--- src/hdl/assert_macros.svh ---
// Assertion macros used by the top-level RTL file of the two-way shared stack.
`ifndef ASSERT_MACROS_SVH
`define ASSERT_MACROS_SVH
`ifndef SYNTH
// Checks that an expression holds at every clock edge outside reset.
`define TWS_ASSERT_ALWAYS(lbl, clk, rst_n, expr) \
    lbl: assert property (@(posedge clk) disable iff (!rst_n) (expr)) \
        else $error("invariant violated");
// Checks that a condition is followed by a consequence in the next cycle.
`define TWS_ASSERT_NEXT(lbl, clk, rst_n, ante, cons) \
    lbl: assert property (@(posedge clk) disable iff (!rst_n) (ante) |=> (cons)) \
        else $error("sequence violated");
`else
`define TWS_ASSERT_ALWAYS(lbl, clk, rst_n, expr)
`define TWS_ASSERT_NEXT(lbl, clk, rst_n, ante, cons)
`endif
`endif

--- src/hdl/tws_pkg.sv ---
// Package with types, constants and codes of the two-way shared stack.
`default_nettype none
package tws_pkg;
    localparam int DEPTH    = 1024;
    localparam int ADDR_W   = $clog2(DEPTH);
    localparam int WORD_W   = 32;
    localparam int CNT_W    = 11;
    localparam int OP_W     = 3;
    localparam int STATUS_W = 2;
    localparam int APB_AW   = 2;
    localparam int APB_DW   = 32;

    // Operation codes; codes beyond query behave as query.
    typedef enum logic [OP_W-1:0] {
        OP_PUSH_LEFT  = 3'd0,
        OP_PUSH_RIGHT = 3'd1,
        OP_POP_LEFT   = 3'd2,
        OP_POP_RIGHT  = 3'd3,
        OP_QUERY      = 3'd4
    } op_t;

    typedef enum logic [STATUS_W-1:0] {
        ST_DONE      = 2'd0,
        ST_OVERFLOW  = 2'd1,
        ST_UNDERFLOW = 2'd2
    } status_t;

    typedef enum logic [1:0] {
        S_IDLE,
        S_EXEC,
        S_READ,
        S_RESP
    } state_t;

    // Commands from the controller to the datapath.
    typedef struct packed {
        logic capture;
        logic exec;
        logic read;
    } ctrl_cmd_t;
endpackage
`default_nettype wire

--- src/hdl/tws_ctrl.sv ---
// Controller state machine that sequences capture, execute, read and result.
`default_nettype none
module tws_ctrl (
    input  wire logic          clk,
    input  wire logic          rst_n,
    input  wire logic          in_valid,
    output logic               in_ready,
    output logic               out_valid,
    input  wire logic          out_ready,
    output tws_pkg::ctrl_cmd_t cmd
);
    import tws_pkg::*;

    state_t state_reg, state_next;

    // State register.
    always_ff @(posedge clk or negedge rst_n)
    begin
        if (!rst_n)
        begin
            state_reg <= S_IDLE;
        end
        else
        begin
            state_reg <= state_next;
        end
    end

    // Next state.
    always_comb
    begin
        state_next = state_reg;
        case (state_reg)
            S_IDLE:
            begin
                if (in_valid)
                begin
                    state_next = S_EXEC;
                end
            end
            S_EXEC:
            begin
                state_next = S_READ;
            end
            S_READ:
            begin
                state_next = S_RESP;
            end
            S_RESP:
            begin
                if (out_ready)
                begin
                    state_next = S_IDLE;
                end
            end
            default:
            begin
                state_next = S_IDLE;
            end
        endcase
    end

    // Outputs.
    always_comb
    begin
        in_ready    = 1'b0;
        out_valid   = 1'b0;
        cmd.capture = 1'b0;
        cmd.exec    = 1'b0;
        cmd.read    = 1'b0;
        case (state_reg)
            S_IDLE:
            begin
                in_ready    = 1'b1;
                cmd.capture = in_valid;
            end
            S_EXEC:
            begin
                cmd.exec = 1'b1;
            end
            S_READ:
            begin
                cmd.read = 1'b1;
            end
            S_RESP:
            begin
                out_valid = 1'b1;
            end
            default:
            begin
                in_ready = 1'b0;
            end
        endcase
    end
endmodule
`default_nettype wire

--- config.mk ---
export PLATFORM = sky130hd
export DESIGN_NAME = tws_ctrl
export DESIGN_NICKNAME = d
export VERILOG_FILES = /design/src/hdl/assert_macros.svh /design/src/hdl/tws_pkg.sv /design/src/hdl/tws_ctrl.sv
export SDC_FILE = /design/constraint.sdc
export NUM_CORES = 1
export LEC_CHECK = 0
export ABC_AREA = 1
export BUFFER_PORTS_ARGS = -buffer_cell sky130_fd_sc_hd__buf_4
export CORE_AREA = 2 2 39 41
export DETAILED_ROUTE_END_ITERATION = 8
export DIE_AREA = 0 0 41 43
export GPL_ROUTABILITY_DRIVEN = 0
export PLACE_DENSITY = 0.31
export SLEW_MARGIN = 10
export SYNTH_ARGS = -nofsm -noshare
export SYNTH_HDL_FRONTEND = slang
export SYNTH_SLANG_ARGS = --single-unit
--- constraint.sdc ---
create_clock -name clk -period 2.4 [get_ports clk]
set_input_delay 0.24 -clock clk [delete_from_list [all_inputs] [get_ports clk]]
set_output_delay 0.24 -clock clk [all_outputs]
set_load 0.005 [all_outputs]
# Word level (Yosys, flattened, before mapping)
# Index checks and enable logic that the tools add are counted.
# op_classes
n_eq_ne,5
muxes,8
reduce_logical,2
# op_table
operator,n
$pmux 2 s4,1
$mux 1,5
$eq 2x2->1 const B,2
$mux 2,2
$ne 2x2->1 const B,2
$eq 2x1->1 const B,1
$logic_not 2->1,1
$reduce_and 2->1,1
# totals
regBits,2
out_inout_bits,5

# Logic depth before layout (Yosys ltp)
# Gate-level depths: netlist of the first run.
# logic_depth
word_depth,3
ltp_mapped,6
depth_no_buf,6

# Worst setup path after synthesis of the first run
# OpenSTA, ideal clock, no wires.
# synth_timing
path_type,register -> output
start,register state_reg[0]
end,output port cmd[2] (netlist name)
t_arrival_ns,0.804
required_ns,2.160
slack_ns,1.356
path_stages_with_launch,5
path_buffers,0
cell_sequence,dfrtp_1 > inv_1 > ha_1 > nand2_1 > inv_1
# synth_lines
item,line,text
start: declaration,tws_ctrl.sv:14,"state_t state_reg, state_next;"
start signal: assignment,tws_ctrl.sv:25,state_reg <= state_next;
end: declaration,tws_ctrl.sv:10,output tws_pkg::ctrl_cmd_t cmd

==> results of run 1 <==
## final timing paths
| kind | startpoint | to | slack [ns] | cells past startpoint |
|---|---|---|---|---|
| max in group asynchronous | rst_n | state_reg[1] | 1.97 | 2 |
| worst max register to register | state_reg[0] | state_reg[1] | 1.30 | 6 |
| min in group clk | in_valid | state_reg[1] | 0.39 | 5 |
| worst min-delay path | rst_n | state_reg[0] | 0.34 | 2 |
| worst min register to register | state_reg[1] | state_reg[1] | 0.53 | 2 |
| worst max-delay path | state_reg[0] | cmd[2] | 1.00 | 5 |
## power by group through the flow
stage | logic [mW] | clock network (mW) | registers (mW)
after floorplan | 0.119 | 0 | 0.0680
after global placement | 0.204 | 0 | 0.0717
after detailed placement | 0.201 | 0 | 0.0713
after CTS | 0.203 | 0.0806 | 0.0710
after global routing | 0.229 | 0.0817 | 0.0730
final | 0.197 | 0.0733 | 0.0714
## layer usage
| metal | global-route usage (%) | part of all wire [%] | vias to the layer above | wire length (um) |
|---|---|---|---|---|
| met5 | 0 | 0 | - | 0 |
| met4 | 6.00 | 0 | 0 | 0 |
| met3 | 3.14 | 6.2 | 0 | 21 |
| met2 | 5.94 | 50 | 4 | 169 |
| met1 | 5.14 | 44 | 70 | 149 |
| li1 | - | - | 94 | - |
## placed cells by master (no fill, tap or decap)
cell / instances
sky130_fd_sc_hd__dfrtp_1: 2
sky130_fd_sc_hd__clkbuf_4: 3
sky130_fd_sc_hd__nand2_2: 2
sky130_fd_sc_hd__nand3_1: 2
sky130_fd_sc_hd__dlygate4sd3_1: 1
sky130_fd_sc_hd__nand2_1: 7
sky130_fd_sc_hd__inv_1: 7
sky130_fd_sc_hd__buf_4: 8
sky130_fd_sc_hd__ha_1: 4
## final cells by class
type                            instances  area (sq um)
Tap cell                               16          20.0
Sequential cell                         2          50.0
Inverter                                7          26.3
Fill cell                             160          1100
Timing Repair Buffer                    9          70.1
Multi-Input combinational cell         15          98.8
Clock buffer                            3          22.5
## worst register-to-register path, stage by stage, from the launching register on
cell and delay (ns):
sky130_fd_sc_hd__dfrtp_1 0.38, sky130_fd_sc_hd__inv_1 0.08, sky130_fd_sc_hd__ha_1 0.25, sky130_fd_sc_hd__nand2_2 0.11
sky130_fd_sc_hd__nand2_2 0.06, sky130_fd_sc_hd__nand2_1 0.06, sky130_fd_sc_hd__nand2_1 0.05
## per-stage QoR
step,instance area [sq um],setup slack (ns),power [mW]
final,288,1.00,0.342
after global routing,288,0.904,0.384
after CTS,288,0.984,0.354
after detailed placement,255,1.23,0.272
after global placement,255,1.24,0.275
after floorplan,175,1.36,0.187
## logic make-up after synthesis
kind of cell               count (synthesis)  share of synthesized area, %
and+or+nand+nor                           11                          27.9
buffers and inverters                      7                          15.0
adders and majority gates                  4                          28.6
DFF                                        2                          28.6
## what timing repair did
item	4_1_cts	5_1_grt
hold buffers	1	0
setup buffers	0	0
endpoints found under the hold margin	2	0
endpoints found under the setup margin	0	0
==> flow_summary.ini, run 1 <==
[status]
run_status = complete, no violations

[sta]
fmax_mhz = 715
worst_clock_skew_ns = 0.000562
max_slew_margin_pct = 89.2
setup_viol_count_final = 0
timing.hold.ws_ns = 0.342
rsz0062_at_grt = false
fin_crit_ns = 1.40
worst_slew_pin_slew_ns = 0.162
setup_total_negative_slack_ns = 0
fin_hold_viols = 0
finalMaxSlewViolations = 0
period_share_pct = 58.3

[clock_tree]
clock_tree_from_tritoncts = yes
max-clock-path-buffers = 2
clk_latency_ns = 0.22
number_of_clock_sinks_seen_by_cts = 2
cts.clk_slew.worst_paths_ns = 0.03
clock_tree.htree_level_count = 1
cts_resized = 0
cts_inserted_buffers = 3
cts_root_buffer = sky130_fd_sc_hd__clkbuf_4

[pwr]
net_sw_share_pct = 38.7
fraction_of_power_consumed_by_combinational_cells_pct = 57.7
vdd_ir_drop_max_mv = 0.442
clock_power_share_pct = 21.4
netSwitchingPower_mw = 0.132
power-per-cell-area_nw_per_um2 = 1190
internal_power_mw = 0.210
power.static_leakage_nw = 0.179
seq_power_share_pct = 20.9

[grt]
number_of_antenna_violations_at_the_first_check_in_global_routing = 0
gr-total-overflow = 0
grt_util_all_layers_pct = 5.02
grt_pass1_wl_um = 538
first_global_vias = 152
grt_start_max_net_pins = 5

[logic_synthesis]
post_synth.cell_area_avg_sq_um = 7.30
post_synthesis_instance_total = 24
synthesized_netlist_net_count = 32
synth_enable_flop_cells = 0
synth_top_area_cells = sky130_fd_sc_hd__dfrtp_1 (29%), sky130_fd_sc_hd__ha_1 (29%), sky130_fd_sc_hd__inv_1 (15%)
synth-main-ff-cell = sky130_fd_sc_hd__dfrtp_1
ys_types = 6
postSynthRegisterBits = 2
synth-async-reset-ratio_pct = 100
netlist.top_cell.by_area = sky130_fd_sc_hd__dfrtp_1
synth.yosys.seq_area_share_pct = 28.6
mappedNetlistArea_sq_um = 175
ys_top_cells_by_count = sky130_fd_sc_hd__inv_1 (7), sky130_fd_sc_hd__nand2_1 (7), sky130_fd_sc_hd__ha_1 (4)
ys_warn_count = 0
synth.top_cell.area_share_pct = 28.6

[finish]
synthesis_to_layout_area_growth_pct = 64.3
number_of_flip_flops_under_the_largest_register_name = 2
finalNonFillerCells = 52
fin_nets = 46
drive_above_1_share_pct = 36.1
antenna-diode-count = 0
finish.utilization_pct = 20.8

[critical_path]
data_required_critical_path_ns = 2.16
critPathLaunchType = register
critPathKind = reg -> out
path_max_fanout = 4
worstPathArrival_ns = 1.16
setup.worst_path.end_class = output pin
max_stage_delay_ns = 0.38
crit_path_top_delay_cell = sky130_fd_sc_hd__dfrtp_1
critical_path.cell_chain = inv_1 -> ha_1 -> nand2_1 -> inv_1 -> buf_4
cp_top_family = flip-flops
cp.buffers_inverters = 3
most_frequent_cell_on_critical_path = sky130_fd_sc_hd__inv_1

[floorplanning]
width_of_the_die_um = 41
rows = 14
core_region_area_sq_um = 1380
num_io_pins = 9
dieArea_sq_um = 1760
initial_core_util_pct = 12.7
die_height_um = 43

[drt]
drt_pass1_iterations = 4
initialDrtViolationCount = 3
via_count = 168
postRouteWirelength_um = 341
postRouteAntennaNets = 0
drc_violation_count_after_routing = 0
post_detailed_route_wirelength_per_cell_um = 6.56
via_per_instance_ratio = 3.23

[placement]
post-place-cells = 48
detailedPlacementHpwl_um = 275
port-buffer-count = 8

[worst_hold_path]
hold_removal_path_class = in -> async

[job]
max_cap_viol_count = 0
Power figures use the tool's default switching activity.
==> run 2, diff against run 1 <==
Settings changed: PLACE_DENSITY 0.31 to 0.32.
Clock period 2.4 ns to 1.18 ns, I/O delays scaled along.
==> flow_summary.ini, run 2 (same netlist as run 1, synthesis figures left out) <==
[sta]
finalMaxSlewViolations = 0
worst_clock_skew_ns = 0.00128
fin_hold_viols = 0
setup_viol_count_final = 0
setup_slack_ns = 0.0115
max_slew_margin_pct = 90.2
rsz0062_at_grt = true
fmax_mhz = 856
fin_crit_ns = 1.17
period_share_pct = 99.0
worst_slew_pin_slew_ns = 0.147

[finish]
synthesis_to_layout_area_growth_pct = 80.7
layout.cells.most_common_list = sky130_fd_sc_hd__buf_4 (8), sky130_fd_sc_hd__nand2_1 (7), sky130_fd_sc_hd__inv_1 (5), sky130_fd_sc_hd__ha_1 (3), sky130_fd_sc_hd__clkbuf_4 (3)
fin_nets = 47
finalNonFillerCells = 53
final_common_cell = sky130_fd_sc_hd__buf_4
finish.instance_area_sq_um = 317
antenna-diode-count = 0
drive_above_1_share_pct = 45.9
filler_cell_count = 159
number_of_flip_flops_under_the_largest_register_name = 2

[placement]
placed_cell_area_sq_um = 255
placement.setup.worst_slack_ns = 0.0759
post-place-cells = 48
detailedPlacementHpwl_um = 297
port-buffer-count = 8

[pwr]
power-per-cell-area_nw_per_um2 = 2500
vdd_ir_drop_max_mv = 0.862
power.static_leakage_nw = 0.190

[clock_tree]
cts_root_buffer = sky130_fd_sc_hd__clkbuf_4
max-clock-path-buffers = 2
cts.clk_slew.worst_paths_ns = 0.03
clk_latency_ns = 0.22
cts_inserted_buffers = 3
clock_tree_from_tritoncts = yes
clock_tree.htree_level_count = 1
number_of_clock_sinks_seen_by_cts = 2

[drt]
initialDrtViolationCount = 1
drc_violation_count_after_routing = 0
via_per_instance_ratio = 3.28
via_count = 174
post_detailed_route_wirelength_per_cell_um = 6.79
postRouteWirelength_um = 360
postRouteAntennaNets = 0
drt_pass1_iterations = 2

[floorplanning]
num_io_pins = 9
width_of_the_die_um = 41
core_region_area_sq_um = 1380
rows = 14
dieArea_sq_um = 1760
die_height_um = 43
initial_core_util_pct = 12.7

[grt]
grt_util_all_layers_pct = 5.72
grt_pass1_wl_um = 634
grt_start_max_net_pins = 5
number_of_antenna_violations_at_the_first_check_in_global_routing = 0
first_global_vias = 171
gr-total-overflow = 0

[critical_path]
path_max_fanout = 4
critPathLaunchType = register
critPathKind = reg -> out
critical_path.cell_chain = inv_2 -> ha_4 -> nand2_1 -> inv_1 -> buf_6
rr_startpoint = state_reg[0]
max_stage_delay_ns = 0.40
critPathLaunch = state_reg[0]
data_required_critical_path_ns = 1.06
setup.worst_path.end_class = output pin
crit_path_top_delay_cell = sky130_fd_sc_hd__dfrtp_1
cp_top_family = flip-flops
worstPathArrival_ns = 1.05
cp.buffers_inverters = 3

[job]
max_cap_viol_count = 0

[status]
run_status = complete, no violations

[worst_hold_path]
hold_removal_path_class = in -> async
run 2: layout make-up:
class,count,area (sq um),area share [%]
clock buffers,3,22.5,7.11
inverters,7,26.3,8.30
multi-input cells,15,116,36.8
flip-flops and latches,2,50.0,15.8
well taps,16,20.0,6.32
repair buffers,10,81.3,25.7
run 2: worst paths after layout:
kind	to	slack [ns]	cells after the start
setup / recovery	cmd[2]	0.01	5
min in group clk	state_reg[1]	0.26	5
hold reg to reg	state_reg[0]	0.54	2
max in group asynchronous	state_reg[1]	0.88	2
setup reg to reg	state_reg[1]	0.08	7
hold / removal	state_reg[0]	0.21	2
run 2: timing repair:
item                                   CTS  global route
setup endpoints to repair                2             4
endpoints found under the hold margin    2             0
pin swaps                                1             1
resized for setup                        4             2
hold buffers                             1             0
buffers inserted                         1             0
run 2: through the flow:
| stage | utilization, % | hold slack, ns | TNS [ns] | power (mW) |
|---|---|---|---|---|
| 2_1_floorplan | - | -0.178 | 0 | 0.381 |
| 3_3_place_gp | 18.4 | -0.0986 | 0 | 0.563 |
| 3_5_place_dp | 18.4 | -0.0982 | 0 | 0.555 |
| 4_1_cts | 22.2 | 0.203 | -0.0108 | 0.797 |
| 5_1_grt | 22.9 | 0.213 | -0.0806 | 0.898 |
| 6_report | 22.9 | 0.213 | 0 | 0.790 |
run 2: metal layers:
layer  vias up  global-route usage, %  share of wire [%]  wire [um]
li1         94                      -                  -          -
met3         0                   3.14                 15         53
met5         -                      0                  0          0
met4         0                   6.00                  0          0
met2         7                   6.56                 41        149
met1        73                   6.75                 44        157
run 2: power by group:
group	internal, mW	leakage, nW	switching (mW)	total [mW]
logic	0.264	0.152	0.226	0.490
clock network	0.112	0.0138	0.0376	0.150
registers	0.108	0.0239	0.0419	0.150
==> run 3, diff against run 2 <==
Settings changed: SETUP_SLACK_MARGIN from default to 0.15.
==> flow_summary.ini, run 3 (same netlist as run 1, synthesis figures left out) <==
[status]
run_status = complete, no violations

[finish]
final_common_cell = sky130_fd_sc_hd__buf_4
drive_above_1_share_pct = 48.6
fin_nets = 47
finalNonFillerCells = 53
layout.cells.most_common_list = sky130_fd_sc_hd__buf_4 (8), sky130_fd_sc_hd__nand2_1 (7), sky130_fd_sc_hd__inv_1 (4)
antenna-diode-count = 0
number_of_flip_flops_under_the_largest_register_name = 2
synthesis_to_layout_area_growth_pct = 80.7

[grt]
number_of_antenna_violations_at_the_first_check_in_global_routing = 0
grt_pass1_wl_um = 634
grt_start_max_net_pins = 5
grt_util_all_layers_pct = 5.72
gr-total-overflow = 0
first_global_vias = 171

[clock_tree]
clock_tree.htree_level_count = 1
clk_latency_ns = 0.22
cts_inserted_buffers = 3
number_of_clock_sinks_seen_by_cts = 2
max-clock-path-buffers = 2
clock_tree_from_tritoncts = yes
cts_root_buffer = sky130_fd_sc_hd__clkbuf_4
cts.clk_slew.worst_paths_ns = 0.03

[drt]
via_per_instance_ratio = 3.28
via_count = 174
drc_violation_count_after_routing = 0
postRouteAntennaNets = 0
initialDrtViolationCount = 1
postRouteWirelength_um = 361
post_detailed_route_wirelength_per_cell_um = 6.81
drt_pass1_iterations = 2

[critical_path]
critPathLaunchType = register
critical_path.reg2reg.endpoint = state_reg[1]
worstPathArrival_ns = 1.05
max_stage_delay_ns = 0.40
crit_path_top_delay_cell = sky130_fd_sc_hd__dfrtp_1
cp.buffers_inverters = 3
cp_top_family = flip-flops
rr_startpoint = state_reg[0]
data_required_critical_path_ns = 1.06
path_max_fanout = 4
r2r_setup_slk_ns = 0.08
critPathKind = reg -> out
reg2regPathDepth = 7
setup.worst_path.end_class = output pin
critical_path.cell_chain = inv_2 -> ha_4 -> nand2_1 -> inv_1 -> buf_6

[sta]
period_share_pct = 99.0
finalMaxSlewViolations = 0
rsz0062_at_grt = true
setup_total_negative_slack_ns = 0
setup_viol_count_final = 0
fmax_mhz = 856
fin_hold_viols = 0
worst_clock_skew_ns = 0.00128
max_slew_margin_pct = 90.2
worst_slew_pin_slew_ns = 0.147
fin_crit_ns = 1.17

[pwr]
vdd_ir_drop_max_mv = 0.862
netSwitchingPower_mw = 0.308
clock_power_share_pct = 18.9
power.static_leakage_nw = 0.189
seq_power_share_pct = 18.9
fraction_of_power_consumed_by_combinational_cells_pct = 62.2
internal_power_mw = 0.484
net_sw_share_pct = 38.9
power-per-cell-area_nw_per_um2 = 2500

[floorplanning]
num_io_pins = 9
width_of_the_die_um = 41
die_height_um = 43
dieArea_sq_um = 1760
core_region_area_sq_um = 1380
initial_core_util_pct = 12.7
rows = 14

[worst_hold_path]
hold_removal_path_class = in -> async

[placement]
port-buffer-count = 8
post-place-cells = 48
detailedPlacementHpwl_um = 297

[job]
max_cap_viol_count = 0
## run 3: cell counts in the layout (fill, tap and decap cells not counted)
No cell type changed its count.
## run 3: how the worst max path moves through the flow
stage                  from           end  depth (start not counted)
2_1_floorplan  state_reg[0]  state_reg[0]                          6
3_3_place_gp   state_reg[0]  state_reg[0]                          6
3_5_place_dp   state_reg[0]  state_reg[1]                          6
4_1_cts        state_reg[1]        cmd[2]                          5
5_1_grt        state_reg[0]        cmd[2]                          5
6_report       state_reg[0]        cmd[2]                          5
## run 3: cell type report
cell class	count	area (sq um)
flip-flops and latches	2	50.0
repair buffers	10	81.3
inverters	7	26.3
multi-input cells	15	116
fillers	159	1070
well taps	16	20.0
clock buffers	3	22.5
## run 3: worst register-to-register path, cell delays in order (launching register included)
cell and delay (ns):
sky130_fd_sc_hd__dfrtp_1 0.39, sky130_fd_sc_hd__inv_2 0.07, sky130_fd_sc_hd__ha_4 0.16, sky130_fd_sc_hd__buf_4 0.14, sky130_fd_sc_hd__nand2_4 0.06, sky130_fd_sc_hd__nand2_2 0.06, sky130_fd_sc_hd__nand2_1 0.06, sky130_fd_sc_hd__nand2_1 0.05
## run 3: stage by stage
stage,hold slack [ns],total power [mW],utilization [%],setup WS (ns),instance area [sq um]
6_report,0.213,0.792,22.9,0.0115,317
5_1_grt,0.213,0.901,22.9,-0.0555,317
4_1_cts,0.203,0.806,22.6,-0.0108,313
3_5_place_dp,-0.0982,0.555,18.4,0.0759,255
3_3_place_gp,-0.0986,0.563,18.4,0.0879,255
2_1_floorplan,-0.178,0.381,-,0.155,175
## run 3: timing repair
action,4_1_cts,5_1_grt
gates resized for setup,5,2
hold buffers,1,0
hold endpoints to repair,2,0
setup buffers,1,0
setup endpoints to repair,7,7
pin swaps,2,1
## run 3: power groups by stage
stage          clock network (mW)  logic, mW  registers [mW]
6_report                    0.150      0.492           0.150
5_1_grt                     0.173      0.572           0.156
4_1_cts                     0.161      0.495           0.151
3_5_place_dp                    0      0.410           0.145
3_3_place_gp                    0      0.419           0.144
2_1_floorplan                   0      0.243           0.138
## run 3: metal layers
layer | vias up | routed length, um | global-route usage (%)
li1 | 94 | - | -
met1 | 73 | 158 | 6.75
met2 | 7 | 150 | 6.56
met3 | 0 | 53 | 3.14
met4 | 0 | 0 | 6.00
met5 | - | 0 | 0
